<file path="config.mk">
export PLATFORM = sky130hd
export DESIGN_NAME = qdp_count
export DESIGN_NICKNAME = d
export VERILOG_FILES = /design/src/design/qdp_pkg.sv /design/src/design/qdp_count.sv
export SDC_FILE = /design/constraint.sdc
export NUM_CORES = 2
export LEC_CHECK = 0
export BUFFER_PORTS_ARGS = -buffer_cell sky130_fd_sc_hd__buf_2
export CORE_MARGIN = 1
export CORE_UTILIZATION = 45
export DETAILED_ROUTE_END_ITERATION = 8
export PLACE_DENSITY = 0.68
export SLEW_MARGIN = 40
export SYNTH_ARGS = -nofsm -noshare
export SYNTH_HDL_FRONTEND = slang
export SYNTH_SLANG_ARGS = --single-unit
</file>
<file path="constraint.sdc">
create_clock -name clk_i -period 20.8 [get_ports clk_i]
set_clock_uncertainty 0.2 [all_clocks]
set_input_delay 5.2 -clock clk_i [delete_from_list [all_inputs] [get_ports clk_i]]
set_output_delay 5.2 -clock clk_i [all_outputs]
set_load 0.02 [all_outputs]
</file>
<file path="src/design/qdp_pkg.sv">
// qdp_pkg: shared types, codes and default sizes for the per-device queue depth
// tracker. No dependencies; used by every other file of the block.
`timescale 1ns / 1ps

package qdp_pkg;

  // Default sizes, handed to the top-level parameters
  localparam int unsigned TableEntries = 64;
  localparam int unsigned CountBits    = 16;

  // Fixed field widths
  localparam int unsigned MajorW = 12;
  localparam int unsigned MinorW = 20;
  localparam int unsigned KeyW   = MajorW + MinorW;
  localparam int unsigned DepthW = 16;
  localparam int unsigned PeakW  = 15;

  typedef enum logic [1:0] {
    ST_OK       = 2'd0,
    ST_ZERO_KEY = 2'd1,
    ST_FULL     = 2'd2,
    ST_UNKNOWN  = 2'd3
  } status_e;

  typedef enum logic {
    OP_ISSUE    = 1'b0,
    OP_COMPLETE = 1'b1
  } op_e;

  typedef logic [KeyW-1:0] key_t;

  // Outcome of the key lookup, passed from the match stage to the count stage
  typedef struct packed {
    status_e status;
    logic    fresh;   // entry claimed by this request, counts start at zero
  } lookup_t;

endpackage

</file>
<file path="src/design/qdp_count.sv">
// qdp_count: depth/peak memory with registered read, count update and
// write-to-read forwarding. Depends on qdp_pkg.
`timescale 1ns / 1ps

module qdp_count #(
  parameter int unsigned TableEntries = qdp_pkg::TableEntries,
  parameter int unsigned CountBits    = qdp_pkg::CountBits,
  localparam int unsigned IdxW = $clog2(TableEntries)
) (
  input  logic                                clk_i,
  input  logic                                load_i,    // request moves into this stage
  input  logic                                commit_i,  // request leaves this stage
  input  qdp_pkg::op_e                        op_i,
  input  qdp_pkg::lookup_t                    look_i,
  input  logic [IdxW-1:0]                     idx_i,
  output qdp_pkg::status_e                    status_o,
  output logic signed [qdp_pkg::DepthW-1:0]   depth_o,
  output logic [qdp_pkg::PeakW-1:0]           peak_o
);

  localparam int unsigned WordW = 2 * CountBits;
  localparam logic signed [CountBits-1:0] CntMax = {1'b0, {(CountBits-1){1'b1}}};
  localparam logic signed [CountBits-1:0] CntMin = {1'b1, {(CountBits-1){1'b0}}};

  // Word layout: {peak, depth}
  logic [WordW-1:0]            mem [TableEntries];
  logic [WordW-1:0]            rd_q;
  logic [WordW-1:0]            fwd_word_q;
  logic [WordW-1:0]            base_word;
  logic [WordW-1:0]            wr_word;
  logic                        fwd_q;
  qdp_pkg::op_e                op_q;
  qdp_pkg::lookup_t            look_q;
  logic [IdxW-1:0]             idx_q;
  logic signed [CountBits-1:0] base_cnt;
  logic signed [CountBits-1:0] new_cnt;
  logic [CountBits-1:0]        base_peak;
  logic [CountBits-1:0]        new_peak;
  logic                        wr_en;
  logic signed [63:0]          cnt_wide;
  logic [63:0]                 peak_wide;

  // Old counts: zero for a fresh entry, else the write that landed on the
  // same entry at the read edge, else the memory
  always_comb begin
    if (look_q.fresh) begin
      base_word = '0;
    end else if (fwd_q) begin
      base_word = fwd_word_q;
    end else begin
      base_word = rd_q;
    end
  end

  assign base_cnt  = signed'(base_word[CountBits-1:0]);
  assign base_peak = base_word[WordW-1:CountBits];

  // Saturating step and peak update (peak stays non-negative)
  always_comb begin
    new_peak = base_peak;
    if (op_q == qdp_pkg::OP_ISSUE) begin
      new_cnt = (base_cnt != CntMax) ? base_cnt + CountBits'(1) : base_cnt;
      if (new_cnt > signed'(base_peak)) begin
        new_peak = unsigned'(new_cnt);
      end
    end else begin
      new_cnt = (base_cnt != CntMin) ? base_cnt - CountBits'(1) : base_cnt;
    end
  end

  assign wr_word = {new_peak, unsigned'(new_cnt)};
  assign wr_en   = commit_i && (look_q.status == qdp_pkg::ST_OK);

  // Memory: one write, one registered read
  always_ff @(posedge clk_i) begin
    if (wr_en) begin
      mem[idx_q] <= wr_word;
    end
    if (load_i) begin
      rd_q <= mem[idx_i];
    end
  end

  // Stage payload and forwarding capture
  always_ff @(posedge clk_i) begin
    if (load_i) begin
      op_q       <= op_i;
      look_q     <= look_i;
      idx_q      <= idx_i;
      fwd_q      <= wr_en && (idx_q == idx_i);
      fwd_word_q <= wr_word;
    end
  end

  // Result fields: low bits of depth (sign-extended) and peak
  assign cnt_wide  = 64'(new_cnt);
  assign peak_wide = 64'(new_peak);

  always_comb begin
    status_o = look_q.status;
    if (look_q.status == qdp_pkg::ST_OK) begin
      depth_o = signed'(cnt_wide[qdp_pkg::DepthW-1:0]);
      peak_o  = peak_wide[qdp_pkg::PeakW-1:0];
    end else begin
      depth_o = '0;
      peak_o  = '0;
    end
  end

endmodule
</file>
==> run metrics <==
max_slew headroom=0.3812; post-synthesis cell type count=63; Starting Density=0.4548; final WL=199.0 mm; H-tree depth=4; Synth Register Bits=2123; CP arrival=7030 ps; crit-path max FO=between 50 and 60; largest family of logic cells by synthesized area=multiplexers; hold crit path type=flip-flop to flip-flop; XOR/XNOR Fraction of Synth Area=0.003486; Ys Warns=0; period utilization=0.5976; FF-to-FF setup slack=between 10000 and 15000 ps; cell count after synthesis=approximately 3500; postcts setup bufs=0; Finished Cell Area=93840 um2; clock tree buffer depth=3; initial DRC count=4979; number of flops mapped to enable cells by yosys=2123; Main synth FF type=edfxtp_1; Synth Cell Area=82560 um2; Root Buffer=clkbuf_16; setup tns final=0 ps; Clock Sinks=2123; PostCTS Resize Cnt=0; Ports=46; post-route minimum period=12430 ps; Final setup viols=0; initial antenna violation count=10; mux cell area share after synthesis=0.1878; Avg Inst Size Synth=23.76 um2; Startpoint Class=flip-flop; Worst-path clk slew=60 ps; Area Growth Syn to Fin=13.66%; WS Path Type=flip-flop to output port; Row Count=around 160; routed len/inst=32.01 um; outcome=finished clean; clock tree from TritonCTS=built; reg2reg start=fwd_q; Finished Core Util=0.5170; GRT Overall Usage=0.2165; hold_buf cts=0; vias per cell=6.219; Syn Nets=3506; Design Power=9.400 mW; Routed Antenna Nets=0; maxcap violations=0; worst path required time=15400 ps; async set-reset flop share out of synthesis=0; PortBufs=45; GP Congestion=~0.87; die area=185200 um2; Seq/Total Area, Yosys=0.7722; Slew @ Worst Pin=just over 900 ps; dominant cell type by area after synthesis=edfxtp_1; ratio of cells with drive above 1 in the final layout=0.3345; dpl cells=5832; Final Hold Viols=0; fin nets=3704; Area after DPL=86910 um2; R2R depth=18; fmax=80.45 MHz; top cell type's share of synthesized area=0.7722; critical path startpoint=fwd_q; crit end category=output port; leakage power figure=29.23 nW; first-pass GRT wire length=roughly 280 mm; terminus of the critical flop-to-flop path=mem[49][29]; die width=430.3 um; CTS Buf Count=203; maximum vdd drop=roughly 0.093 mV; Core ar.=181500 um2; RSZ-0062 raised after global routing=false; via count=38665; DRC viols=0; die height=~430 um; dpl hpwl=slightly above 100 mm; Compound-Gate Fraction of Synth Area=0.007017; # fillers=about 14000; non-filler instance count after layout=6217; Critical Path End=peak_o[13]; grt total ovfl=0; number of global-route vias before repair=38538; Max Slew Vio Count=0; Worst-Skew Late Latency=830 ps; cell area power density=100.2 nW/um2; Post-Synth Simple-Gate Area=0.01713; maximum number of pins on one net before global-route repair=112; TritonRoute pass-1 iters=7; dominant cells by area after synthesis=edfxtp_1 77%, mux4_2 18%, clkbuf_1 0.52%; Post-Synth Adder-Cell Area=0.002864
==> metrics by stage <==
step | hold slack (ps) | setup slack [ps]
after floorplan | 515.8 | 10490
after global placement | 620.9 | 9447
after detailed placement | 630.7 | 9330
after CTS | 654.0 | 8440
after global routing | 716.7 | 8008
final | 676.6 | 8370
==> flip-flops by register name (all words and copies together), names as in the netlist <==
| signal | flops |
|---|---|
| fwd_q | 1 |
| fwd_word_q | 32 |
| rd_q | 32 |
| op_q | 1 |
| status_o | 2 |
| mem | 2048 |
| look_q | 1 |
| idx_q | 6 |
==> cells in the mapped netlist (11+ instances only) <==
| cell | number |
|---|---|
| inv_1 | 15 |
| ha_1 | 18 |
| o21ai_0 | 31 |
| xnor2_1 | 17 |
| buf_1 | 57 |
| xor2_1 | 14 |
| edfxtp_1 | 2123 |
| nand3_1 | 31 |
| clkbuf_1 | 115 |
| nor2_1 | 96 |
| a21oi_1 | 20 |
| and3_1 | 11 |
| mux4_2 | 654 |
| mux2_2 | 35 |
| mux2i_1 | 37 |
| nand2_1 | 53 |
| and2_1 | 28 |
==> cell usage in the layout, fill, tap and decap left out, types with 33 or more instances in the layout <==
cell	count
buf_2	39
buf_4	116
nand2_1	49
clkinv_2	36
edfxtp_1	2123
mux2_2	35
clkinv_1	44
mux4_2	654
mux2i_1	33
clkbuf_16	210
nor2_4	67
==> how the worst min path moves through the flow <==
stage	startpoint	endpoint	slack, ps	cells past startpoint
2_1_floorplan	status_o[0]	fwd_q	520	3
3_3_place_gp	idx_q[1]	fwd_q	620	2
3_5_place_dp	idx_q[1]	fwd_q	630	2
4_1_cts	idx_q[1]	fwd_q	650	2
5_1_grt	idx_q[1]	fwd_q	720	2
6_report	idx_q[1]	fwd_q	680	2
==> worst max-delay path: stages (launching register included) <==
cell and delay [ps]:
edfxtp_1 320, buf_4 510, mux2i_1 190, or2_2 360
inv_1 130, ha_1 180, and3_1 330, nand4_1 520
nor4b_1 370, xor2_1 180, ha_1 390, nand4_1 180
or2_2 360, o311a_1 380, maj3_2 330, o2111ai_2 630
a21boi_0 350, nor3_1 280, buf_2 200
==> layer usage <==
metal | track usage | wire length (um) | vias up | part of all wire
li1 | - | - | 15350 | -
met1 | 0.3122 | 79830 | 21102 | 0.40
met2 | 0.3424 | 96130 | 1981 | 0.48
met3 | 0.04478 | 19430 | 232 | 0.098
met4 | 0.04924 | 3636 | 0 | 0.018
met5 | 0 | 0 | - | 0
==> cell families after synthesis <==
logic type | Yosys count
fa+ha+maj | 19
mux | 727
compound gates | 89
xor+xnor | 32
simple gates | 285
buf+inv | 200
flops | 2123
==> cell type report <==
cell class                 instances  area (um2)  area share
tap                             2370        2965     0.03160
clock buffer                     242        5375     0.05728
multi-input combinational       1152       18780      0.2001
clock inverter                   134        1466     0.01563
sequential                      2123       63750      0.6794
antenna                            3       7.507  0.00008000
inverter                          15       56.30   0.0006000
timing repair buffer             178        1444     0.01539
==> report_power, final <==
| part | switching [mW] | leakage (nW) | internal, mW |
|---|---|---|---|
| sequential | 0.0128 | 19.3 | 4.93 |
| combinational | 0.475 | 6.57 | 0.207 |
| clock | 1.56 | 3.33 | 2.21 |
(Power assumes the default switching activity.)
